--- src/sv/gbr_pkg.sv ---
package gbr_pkg;

    localparam int PANEL_WIDTH  = 128;
    localparam int PANEL_HEIGHT = 128;

    localparam logic [8:0] PANEL_W_LIM = 9'(PANEL_WIDTH);
    localparam logic [8:0] PANEL_H_LIM = 9'(PANEL_HEIGHT);

    localparam int BYTE_BITS = 8;

    localparam logic [5:0] HEIGHT_SMALL  = 6'd16;
    localparam logic [5:0] HEIGHT_MID    = 6'd24;
    localparam logic [5:0] HEIGHT_LARGE  = 6'd32;

    localparam int FIFO_DEPTH = 4;
    localparam int FIFO_AW    = $clog2(FIFO_DEPTH);

    typedef enum logic [2:0] {
        REG_GLYPH_HEIGHT = 3'd0,
        REG_TRANSPARENT  = 3'd1,
        REG_FG_COLOR     = 3'd2,
        REG_BG_COLOR     = 3'd3,
        REG_COL_OFFSET   = 3'd4,
        REG_ROW_OFFSET   = 3'd5
    } reg_index_t;

    typedef struct packed {
        logic [5:0]  glyph_height;
        logic        transparent;
        logic [15:0] fg_color;
        logic [15:0] bg_color;
        logic [6:0]  col_offset;
        logic [6:0]  row_offset;
    } cfg_t;

    localparam cfg_t CFG_RESET = '{
        glyph_height: 6'd16,
        transparent:  1'b0,
        fg_color:     16'h0000,
        bg_color:     16'hFFFF,
        col_offset:   7'd2,
        row_offset:   7'd1
    };

    typedef struct packed {
        logic [7:0] col;
        logic [7:0] row_base;
        logic [BYTE_BITS-1:0] emit;
        logic [BYTE_BITS-1:0] fgsel;
    } job_t;

endpackage

--- src/sv/gbr_if.sv ---
interface gbr_cfg_if;
    logic        valid;
    logic        ready;
    logic [2:0]  reg_index;
    logic [15:0] wdata;

    modport source (output valid, output reg_index, output wdata, input ready);
    modport sink (input valid, input reg_index, input wdata, output ready);
endinterface

interface gbr_glyph_if;
    logic       valid;
    logic       ready;
    logic [7:0] glyph_byte;
    logic       glyph_start;
    logic [7:0] origin_x;
    logic [7:0] origin_y;

    modport source (output valid, output glyph_byte, output glyph_start,
                    output origin_x, output origin_y, input ready);
    modport sink (input valid, input glyph_byte, input glyph_start,
                  input origin_x, input origin_y, output ready);
endinterface

interface gbr_pixel_if;
    logic        valid;
    logic        ready;
    logic [7:0]  pixel_col;
    logic [7:0]  pixel_row;
    logic [15:0] pixel_color;
    logic        last_of_byte;

    modport source (output valid, output pixel_col, output pixel_row,
                    output pixel_color, output last_of_byte, input ready);
    modport sink (input valid, input pixel_col, input pixel_row,
                  input pixel_color, input last_of_byte, output ready);
    modport monitor (input valid, input pixel_col, input pixel_row,
                     input pixel_color, input last_of_byte, input ready);
endinterface

--- src/sv/gbr_cfg_regs.sv ---
module gbr_cfg_regs
    import gbr_pkg::*;
(
    input  logic      clk,
    input  logic      rst_n,
    gbr_cfg_if.sink   cfg_wr,
    output cfg_t      cfg
);

    cfg_t cfg_reg;
    cfg_t cfg_next;

    assign cfg_wr.ready = 1'b1;
    assign cfg = cfg_reg;

    always_comb
    begin
        cfg_next = cfg_reg;
        if (cfg_wr.valid)
        begin
            case (cfg_wr.reg_index)
                REG_GLYPH_HEIGHT: cfg_next.glyph_height = cfg_wr.wdata[5:0];
                REG_TRANSPARENT:  cfg_next.transparent  = cfg_wr.wdata[0];
                REG_FG_COLOR:     cfg_next.fg_color     = cfg_wr.wdata;
                REG_BG_COLOR:     cfg_next.bg_color     = cfg_wr.wdata;
                REG_COL_OFFSET:   cfg_next.col_offset   = cfg_wr.wdata[6:0];
                REG_ROW_OFFSET:   cfg_next.row_offset   = cfg_wr.wdata[6:0];
                default:          cfg_next = cfg_reg;
            endcase
        end
    end

    always_ff @(posedge clk or negedge rst_n)
    begin
        if (!rst_n)
        begin
            cfg_reg <= CFG_RESET;
        end
        else
        begin
            cfg_reg <= cfg_next;
        end
    end

endmodule

--- src/sv/gbr_front.sv ---
module gbr_front
    import gbr_pkg::*;
(
    input  logic      clk,
    input  logic      rst_n,
    gbr_glyph_if.sink glyph_in,
    input  cfg_t      cfg,
    input  logic      fifo_full,
    output logic      push,
    output job_t      job
);

    logic [7:0] cursor_x_reg;
    logic [7:0] cursor_x_next;
    logic [7:0] cursor_y_reg;
    logic [7:0] cursor_y_next;
    logic [7:0] column_top_reg;
    logic [7:0] column_top_next;
    logic       aborted_reg;
    logic       aborted_next;

    logic [7:0] x;
    logic [7:0] y;
    logic [7:0] top;
    logic       ab;
    logic       height_ok;
    logic       walk;
    logic       accept;
    logic       found;
    logic       stop_bottom;
    logic [8:0] ny [BYTE_BITS];
    logic [8:0] ny_stop;
    logic [BYTE_BITS-1:0] bottom;
    logic [BYTE_BITS-1:0] colend;
    logic [BYTE_BITS-1:0] processed;
    logic [BYTE_BITS-1:0] emit;
    logic [8:0] x_plus;

    assign glyph_in.ready = !fifo_full;
    assign accept = glyph_in.valid && glyph_in.ready;

    always_comb
    begin
        x   = glyph_in.glyph_start ? glyph_in.origin_x : cursor_x_reg;
        y   = glyph_in.glyph_start ? glyph_in.origin_y : cursor_y_reg;
        top = glyph_in.glyph_start ? glyph_in.origin_y : column_top_reg;
        ab  = glyph_in.glyph_start ? 1'b0 : aborted_reg;

        height_ok = (cfg.glyph_height == HEIGHT_SMALL) || (cfg.glyph_height == HEIGHT_MID)
                    || (cfg.glyph_height == HEIGHT_LARGE);
        walk = !ab && height_ok;

        for (int i = 0; i < BYTE_BITS; i++)
        begin
            ny[i]     = {1'b0, y} + 9'(i + 1);
            bottom[i] = ny[i] >= PANEL_H_LIM;
            colend[i] = !bottom[i] && ((ny[i][7:0] - top) == {2'b00, cfg.glyph_height});
        end

        found       = 1'b0;
        stop_bottom = 1'b0;
        ny_stop     = '0;
        for (int i = 0; i < BYTE_BITS; i++)
        begin
            processed[i] = !found;
            if (!found && (bottom[i] || colend[i]))
            begin
                found       = 1'b1;
                stop_bottom = bottom[i];
                ny_stop     = ny[i];
            end
        end

        for (int i = 0; i < BYTE_BITS; i++)
        begin
            emit[i] = walk && processed[i]
                      && (glyph_in.glyph_byte[BYTE_BITS-1-i] || !cfg.transparent)
                      && ({1'b0, x} < PANEL_W_LIM)
                      && (({1'b0, y} + 9'(i)) < PANEL_H_LIM);
            job.fgsel[i] = glyph_in.glyph_byte[BYTE_BITS-1-i];
        end

        x_plus = {1'b0, x} + 9'd1;

        cursor_x_next   = x;
        cursor_y_next   = y;
        column_top_next = top;
        aborted_next    = ab;
        if (walk)
        begin
            if (!found)
            begin
                cursor_y_next = y + 8'(BYTE_BITS);
            end
            else if (stop_bottom)
            begin
                cursor_y_next = ny_stop[7:0];
                aborted_next  = 1'b1;
            end
            else
            begin
                cursor_y_next = top;
                cursor_x_next = x_plus[7:0];
                aborted_next  = x_plus >= PANEL_W_LIM;
            end
        end

        job.col      = x + {1'b0, cfg.col_offset};
        job.row_base = y + {1'b0, cfg.row_offset};
        job.emit     = emit;
        push         = accept && (|emit);
    end

    always_ff @(posedge clk or negedge rst_n)
    begin
        if (!rst_n)
        begin
            cursor_x_reg   <= '0;
            cursor_y_reg   <= '0;
            column_top_reg <= '0;
            aborted_reg    <= 1'b0;
        end
        else if (accept)
        begin
            cursor_x_reg   <= cursor_x_next;
            cursor_y_reg   <= cursor_y_next;
            column_top_reg <= column_top_next;
            aborted_reg    <= aborted_next;
        end
    end

endmodule

--- src/sv/gbr_queue.sv ---
module gbr_queue
    import gbr_pkg::*;
(
    input  logic clk,
    input  logic rst_n,
    input  logic push,
    input  job_t push_job,
    input  logic pop,
    output job_t head,
    output logic full,
    output logic empty
);

    job_t mem_reg [FIFO_DEPTH];
    logic [FIFO_AW-1:0] wr_ptr_reg;
    logic [FIFO_AW-1:0] wr_ptr_next;
    logic [FIFO_AW-1:0] rd_ptr_reg;
    logic [FIFO_AW-1:0] rd_ptr_next;
    logic [FIFO_AW:0]   count_reg;
    logic [FIFO_AW:0]   count_next;
    logic do_push;
    logic do_pop;

    assign full    = count_reg == (FIFO_AW + 1)'(FIFO_DEPTH);
    assign empty   = count_reg == '0;
    assign head    = mem_reg[rd_ptr_reg];
    assign do_push = push && !full;
    assign do_pop  = pop && !empty;

    always_comb
    begin
        wr_ptr_next = wr_ptr_reg;
        rd_ptr_next = rd_ptr_reg;
        count_next  = count_reg;
        if (do_push)
        begin
            wr_ptr_next = (wr_ptr_reg == FIFO_AW'(FIFO_DEPTH - 1)) ? '0 : wr_ptr_reg + 1'b1;
        end
        if (do_pop)
        begin
            rd_ptr_next = (rd_ptr_reg == FIFO_AW'(FIFO_DEPTH - 1)) ? '0 : rd_ptr_reg + 1'b1;
        end
        if (do_push && !do_pop)
        begin
            count_next = count_reg + 1'b1;
        end
        else if (do_pop && !do_push)
        begin
            count_next = count_reg - 1'b1;
        end
    end

    always_ff @(posedge clk)
    begin
        if (do_push)
        begin
            mem_reg[wr_ptr_reg] <= push_job;
        end
    end

    always_ff @(posedge clk or negedge rst_n)
    begin
        if (!rst_n)
        begin
            wr_ptr_reg <= '0;
            rd_ptr_reg <= '0;
            count_reg  <= '0;
        end
        else
        begin
            wr_ptr_reg <= wr_ptr_next;
            rd_ptr_reg <= rd_ptr_next;
            count_reg  <= count_next;
        end
    end

endmodule

--- src/sv/gbr_back.sv ---
module gbr_back
    import gbr_pkg::*;
(
    input  logic        clk,
    input  logic        rst_n,
    input  cfg_t        cfg,
    input  job_t        head,
    input  logic        empty,
    output logic        pop,
    gbr_pixel_if.source pixel_out
);

    logic [BYTE_BITS-1:0] mask_reg;
    logic [BYTE_BITS-1:0] mask_next;
    logic [BYTE_BITS-1:0] fgsel_reg;
    logic [BYTE_BITS-1:0] fgsel_next;
    logic [7:0]  col_reg;
    logic [7:0]  col_next;
    logic [7:0]  row_base_reg;
    logic [7:0]  row_base_next;
    logic        out_valid_reg;
    logic        out_valid_next;
    logic [7:0]  out_col_reg;
    logic [7:0]  out_col_next;
    logic [7:0]  out_row_reg;
    logic [7:0]  out_row_next;
    logic [15:0] out_color_reg;
    logic [15:0] out_color_next;
    logic        out_last_reg;
    logic        out_last_next;

    logic [$clog2(BYTE_BITS)-1:0] idx;
    logic [BYTE_BITS-1:0] rest;
    logic [BYTE_BITS-1:0] mask_after;
    logic adv;

    assign pixel_out.valid        = out_valid_reg;
    assign pixel_out.pixel_col    = out_col_reg;
    assign pixel_out.pixel_row    = out_row_reg;
    assign pixel_out.pixel_color  = out_color_reg;
    assign pixel_out.last_of_byte = out_last_reg;

    always_comb
    begin
        idx = '0;
        for (int i = BYTE_BITS - 1; i >= 0; i--)
        begin
            if (mask_reg[i])
            begin
                idx = ($clog2(BYTE_BITS))'(i);
            end
        end
        rest       = mask_reg & ~(BYTE_BITS'(1) << idx);
        adv        = (|mask_reg) && (!out_valid_reg || pixel_out.ready);
        mask_after = adv ? rest : mask_reg;
        pop        = (mask_after == '0) && !empty;

        mask_next     = pop ? head.emit : mask_after;
        fgsel_next    = pop ? head.fgsel : fgsel_reg;
        col_next      = pop ? head.col : col_reg;
        row_base_next = pop ? head.row_base : row_base_reg;

        out_col_next   = out_col_reg;
        out_row_next   = out_row_reg;
        out_color_next = out_color_reg;
        out_last_next  = out_last_reg;
        if (adv)
        begin
            out_valid_next = 1'b1;
            out_col_next   = col_reg;
            out_row_next   = row_base_reg + 8'(idx);
            out_color_next = fgsel_reg[idx] ? cfg.fg_color : cfg.bg_color;
            out_last_next  = rest == '0;
        end
        else if (pixel_out.ready)
        begin
            out_valid_next = 1'b0;
        end
        else
        begin
            out_valid_next = out_valid_reg;
        end
    end

    always_ff @(posedge clk)
    begin
        fgsel_reg     <= fgsel_next;
        col_reg       <= col_next;
        row_base_reg  <= row_base_next;
        out_col_reg   <= out_col_next;
        out_row_reg   <= out_row_next;
        out_color_reg <= out_color_next;
        out_last_reg  <= out_last_next;
    end

    always_ff @(posedge clk or negedge rst_n)
    begin
        if (!rst_n)
        begin
            mask_reg      <= '0;
            out_valid_reg <= 1'b0;
        end
        else
        begin
            mask_reg      <= mask_next;
            out_valid_reg <= out_valid_next;
        end
    end

endmodule

--- src/sv/glyph_bitmap_rasterizer.sv ---
// Glyph bitmap rasterizer: turns column-major glyph bitmap bytes into panel pixel writes.
// Configuration is written over cfg_wr (reg_index, wdata); the user must write it only
// while the block is idle, which the block itself does not enforce. That channel is
// always ready and each write takes effect on the next cycle. Bytes arrive on glyph_in;
// a byte with glyph_start set loads a new glyph origin first. Each byte causes zero to
// eight pixel transactions on pixel_out, in bit order from the MSB, and the final one of
// a byte carries last_of_byte. A byte is classified in the cycle it is accepted and,
// if it draws anything, enters a four-entry job queue. The pixel engine takes a job
// from the queue and emits one pixel per cycle into an output register while pixel_out
// is not stalled; the first pixel of a byte passes through the queue, the engine's mask
// register and the output register. Sustained throughput is one pixel per cycle while
// pixel_out is not stalled; bytes that draw nothing cost no engine time. glyph_in is
// ready whenever the queue has room. When pixel_out stalls, the output register holds
// its transaction, the engine waits, and glyph_in keeps accepting bytes until the queue
// fills. Reset clears the cursor, the abort flag, the queue and the output valid flag and
// loads the default configuration.
module glyph_bitmap_rasterizer
    import gbr_pkg::*;
(
    input  logic        clk,
    input  logic        rst_n,
    gbr_cfg_if.sink     cfg_wr,
    gbr_glyph_if.sink   glyph_in,
    gbr_pixel_if.source pixel_out
);

    cfg_t cfg;
    job_t push_job;
    job_t head;
    logic push;
    logic pop;
    logic full;
    logic empty;

    gbr_cfg_regs u_cfg_regs (
        .clk    (clk),
        .rst_n  (rst_n),
        .cfg_wr (cfg_wr),
        .cfg    (cfg)
    );

    gbr_front u_front (
        .clk       (clk),
        .rst_n     (rst_n),
        .glyph_in  (glyph_in),
        .cfg       (cfg),
        .fifo_full (full),
        .push      (push),
        .job       (push_job)
    );

    gbr_queue u_queue (
        .clk      (clk),
        .rst_n    (rst_n),
        .push     (push),
        .push_job (push_job),
        .pop      (pop),
        .head     (head),
        .full     (full),
        .empty    (empty)
    );

    gbr_back u_back (
        .clk       (clk),
        .rst_n     (rst_n),
        .cfg       (cfg),
        .head      (head),
        .empty     (empty),
        .pop       (pop),
        .pixel_out (pixel_out)
    );

endmodule

--- src/flat_wrapper.sv ---
// flat-port wrapper written by rule: the top's interface ports become plain ports
module glyph_bitmap_rasterizer_flat import gbr_pkg::*;
  (clk, rst_n, cfg_wr_valid, cfg_wr_reg_index, cfg_wr_wdata, cfg_wr_ready, glyph_in_valid, glyph_in_glyph_byte, glyph_in_glyph_start, glyph_in_origin_x, glyph_in_origin_y, glyph_in_ready, pixel_out_valid, pixel_out_pixel_col, pixel_out_pixel_row, pixel_out_pixel_color, pixel_out_last_of_byte, pixel_out_ready);
  gbr_cfg_if cfg_wr_i ();
  gbr_glyph_if glyph_in_i ();
  gbr_pixel_if pixel_out_i ();
  input  logic clk;
  input  logic rst_n;
  input wire logic [$bits(cfg_wr_i.valid)-1:0] cfg_wr_valid;
  input wire logic [$bits(cfg_wr_i.reg_index)-1:0] cfg_wr_reg_index;
  input wire logic [$bits(cfg_wr_i.wdata)-1:0] cfg_wr_wdata;
  output wire logic [$bits(cfg_wr_i.ready)-1:0] cfg_wr_ready;
  input wire logic [$bits(glyph_in_i.valid)-1:0] glyph_in_valid;
  input wire logic [$bits(glyph_in_i.glyph_byte)-1:0] glyph_in_glyph_byte;
  input wire logic [$bits(glyph_in_i.glyph_start)-1:0] glyph_in_glyph_start;
  input wire logic [$bits(glyph_in_i.origin_x)-1:0] glyph_in_origin_x;
  input wire logic [$bits(glyph_in_i.origin_y)-1:0] glyph_in_origin_y;
  output wire logic [$bits(glyph_in_i.ready)-1:0] glyph_in_ready;
  output wire logic [$bits(pixel_out_i.valid)-1:0] pixel_out_valid;
  output wire logic [$bits(pixel_out_i.pixel_col)-1:0] pixel_out_pixel_col;
  output wire logic [$bits(pixel_out_i.pixel_row)-1:0] pixel_out_pixel_row;
  output wire logic [$bits(pixel_out_i.pixel_color)-1:0] pixel_out_pixel_color;
  output wire logic [$bits(pixel_out_i.last_of_byte)-1:0] pixel_out_last_of_byte;
  input wire logic [$bits(pixel_out_i.ready)-1:0] pixel_out_ready;
  assign cfg_wr_i.valid = cfg_wr_valid;
  assign cfg_wr_i.reg_index = cfg_wr_reg_index;
  assign cfg_wr_i.wdata = cfg_wr_wdata;
  assign cfg_wr_ready = cfg_wr_i.ready;
  assign glyph_in_i.valid = glyph_in_valid;
  assign glyph_in_i.glyph_byte = glyph_in_glyph_byte;
  assign glyph_in_i.glyph_start = glyph_in_glyph_start;
  assign glyph_in_i.origin_x = glyph_in_origin_x;
  assign glyph_in_i.origin_y = glyph_in_origin_y;
  assign glyph_in_ready = glyph_in_i.ready;
  assign pixel_out_valid = pixel_out_i.valid;
  assign pixel_out_pixel_col = pixel_out_i.pixel_col;
  assign pixel_out_pixel_row = pixel_out_i.pixel_row;
  assign pixel_out_pixel_color = pixel_out_i.pixel_color;
  assign pixel_out_last_of_byte = pixel_out_i.last_of_byte;
  assign pixel_out_i.ready = pixel_out_ready;
  glyph_bitmap_rasterizer u_core (.clk(clk), .rst_n(rst_n), .cfg_wr(cfg_wr_i), .glyph_in(glyph_in_i), .pixel_out(pixel_out_i));
endmodule
--- config.mk ---
export PLATFORM = sky130hd
export DESIGN_NAME = glyph_bitmap_rasterizer_flat
export DESIGN_NICKNAME = d
export VERILOG_FILES = /design/src/sv/gbr_pkg.sv /design/src/sv/gbr_if.sv /design/src/sv/gbr_cfg_regs.sv /design/src/sv/gbr_front.sv /design/src/sv/gbr_queue.sv /design/src/sv/gbr_back.sv /design/src/sv/glyph_bitmap_rasterizer.sv /design/src/flat_wrapper.sv
export SDC_FILE = /design/constraint.sdc
export NUM_CORES = 1
export LEC_CHECK = 0
export ABC_AREA = 1
export BUFFER_PORTS_ARGS = -buffer_cell sky130_fd_sc_hd__buf_2
export CORE_UTILIZATION = 43
export CTS_CLUSTER_SIZE = 30
export DETAILED_ROUTE_END_ITERATION = 7
export GPL_ROUTABILITY_DRIVEN = 0
export GPL_TIMING_DRIVEN = 0
export SLEW_MARGIN = 20
export SYNTH_ARGS = -nofsm -noshare
export SYNTH_HDL_FRONTEND = slang
export SYNTH_SLANG_ARGS = --single-unit
--- constraint.sdc ---
create_clock -name clk -period 18.65 [get_ports clk]
set_input_delay 2.7975 -clock clk [delete_from_list [all_inputs] [get_ports clk]]
set_output_delay 2.7975 -clock clk [all_outputs]
set_load 0.03 [all_outputs]
==> out/metrics.cfg <==
[run_status]
outcome = complete, no violations

[setup_path]
endpoint_kind = flop
required_ns = 19.09
cp-start-kind = input pin
worst_path_max_delay_cell = a21oi_2
cp.arrival_ns = 10.24
critPathMaxFanout = 10
slowest_delay_ns = 0.56
worstSetupPathType = in -> reg

[sta]
final_max_slew_viol_count = 0
setup_viol = 0
finalCriticalPeriod_ns = 9.799
rsz0062_at_grt = false
worst_slack_ns = 8.851
hold_violations = 0
whs_ns = 0.4180
max_freq_ghz = 0.1021
slew_headroom_pct = 25.00
tns_ns = 0
fin_skew_ns = 0.01497
post-route-period-util_pct = 52.54
worst_pin_slew_ns = 1.125

[routing]
viasPerCell = 5.357
drt_iter0_markers = 1223
drc_errors = 0
met2_length_mm = 21.57
wl_per_cell_um = 18.24
wl_met3_mm = 2.658
drt.antenna.violating_nets = 0
routed-via-count = 13606
top_layer_used = met4
dr.pass1.iters = 6
wl_mm = 46.33
wl_met1_mm = 20.42

[floorplanning]
die_w_um = 198.6
coreArea_um2 = 37840
pin_count = 85
die_area_um2 = 39440
die_h_um = 198.6
rows = 71
initial_core_util_pct = 43.92

[synthesis]
synth_nets = 2025
synth_edf_count = 185
synth_cell_types = 62
synth_area_um2 = 16620
avgSynthCellArea_um2 = 8.826
synth-async-reset-ratio_pct = 33.69
ys_top_cells_by_area = edfxtp_1 (33%), dfrtp_1 (11%), nand2_1 (9.4%), ha_1 (6.4%), o21ai_0 (5.2%)
ys.flop_type = edfxtp_1
yosys_warnings = 0
ys_ff_latch = 279
synth_top_area_share_pct = 33.43
synth_cells = 1883
synth_top_cell_by_area = edfxtp_1
synth-seq-area-share_pct = 47.72

[placed_design]
hpwlAfterDp_mm = 34.58
placed_cells = 2486
placed_area_um2 = 17930
port_buffers = 83
post-place-ws_ns = 8.412

[pwr]
leakage_nw = 8.328
ir_drop_mv = 0.07634
power_density_nw_per_um2 = 159.0
total_power_mw = 3.005

[layout]
instances_no_fill = 2540
final_util_pct = 49.94
syn_to_final_growth_pct = 13.72
drive_gt1_share_pct = 12.72
final_area_um2 = 18900
nets = 2148
final_cell_mix = nand2_1 (414), inv_1 (188), edfxtp_1 (185), o21ai_0 (173), nor2_1 (144)
largest_register_ffs = 128
antenna_cells = 0
final_common_cell = nand2_1

[clock_tree]
clk_path_buf_depth = 3
cts_resized = 0
clk_pin_slew_ns = 0.06
cts_buffers = 29
cts_tree = built
cts_max_level = 1
clkSinkCount = 279
clock_latency_ns = 0.58
cts_hold_buf = 0
cts_setup_buffers = 0
cts-root-buf = clkbuf_16

[grt]
grt_max_degree = 55
grt_pass1_wl_mm = 72.56
grt_pass1_vias = 13130
grt_remaining_overflow = 0
grt_usage_pct = 24.00
antenna_found_initial = 0

[worst_hold_path]
hp-class = reg -> reg

[run]
cap_violations = 0

[power breakdown]
part           internal (mW)  leakage (nW)  switching [mW]
combinational          0.517          5.00           0.999
clock                  0.345         0.469           0.245
sequential             0.839          2.86          0.0595
total                   1.70          8.33            1.30
[final timing paths]
kind	startpoint	cells after the start	to	slack, ns
max	glyph_in_glyph_start	34	u_core.u_queue.count_reg[2]	8.85
min	u_core.u_back.col_reg[4]	0	u_core.u_back.pixel_out.pixel_col[4]	0.42
max reg2reg	u_core.u_front.cursor_y_reg[3]	29	u_core.u_queue.count_reg[2]	11.33
min reg2reg	u_core.u_back.col_reg[4]	0	u_core.u_back.pixel_out.pixel_col[4]	0.42
max in group asynchronous	rst_n	2	u_core.u_cfg_regs.cfg[0]	15.84
min in group asynchronous	rst_n	1	u_core.u_front.cursor_x_reg[3]	2.14
[cells in the mapped netlist (all sizes together), types with 4 or more instances]
cell / number
clkinv: 4
nor2: 160
fa: 8
mux2: 16
clkbuf: 41
a31oi: 6
nand4: 27
o22ai: 25
dfstp: 19
nand2: 430
or2: 16
o21ai: 183
nand3: 128
a22oi: 5
a32o: 6
ha: 85
a21oi: 105
o31ai: 5
nor3: 21
buf: 10
xnor2: 24
inv: 201
nand3b: 14
dfrtp: 75
edfxtp: 185
xor2: 58
[per-layer routing]
metal | GRT usage, % | vias to the layer above
met5 | 0 | -
met4 | 8.832 | 0
met3 | 2.255 | 102
met2 | 40.04 | 451
met1 | 32.41 | 6422
li1 | - | 6631
[layout make-up]
| cell class | count | area (um2) |
|---|---|---|
| clock buffers | 40 | 807.0 |
| flip-flops and latches | 279 | 7931 |
| well taps | 511 | 639.4 |
| fillers | 3595 | 18940 |
| clock inverters | 14 | 163.9 |
| multi-input cells | 1348 | 7750 |
| plain buffers | 51 | 222.7 |
| repair buffers | 92 | 613.1 |
| inverters | 205 | 772.0 |
[worst max-delay path, delay by kind of cell]
kind / cells / cell delay, ns
simple gates: 14 / 2.55
compound gates: 6 / 1.53
buf+inv: 8 / 1.38
fa+ha+maj: 4 / 1.34
xor+xnor: 2 / 0.59
[cell families (layout without fill, tap and decap cells)]
family / Yosys count / in the layout / share of synthesized area, %
other: 1 / 1 / 0.02256
buffers and inverters: 256 / 402 / 5.985
flip-flops: 279 / 279 / 47.72
AO/OA/AOI/OAI: 356 / 356 / 11.98
multiplexers: 16 / 16 / 1.084
adder cells (fa/ha/maj): 93 / 93 / 7.363
AND/OR/NAND/NOR: 800 / 800 / 21.52
XOR/XNOR: 82 / 82 / 4.321
Note: power is estimated with default switching activity, not from simulation.
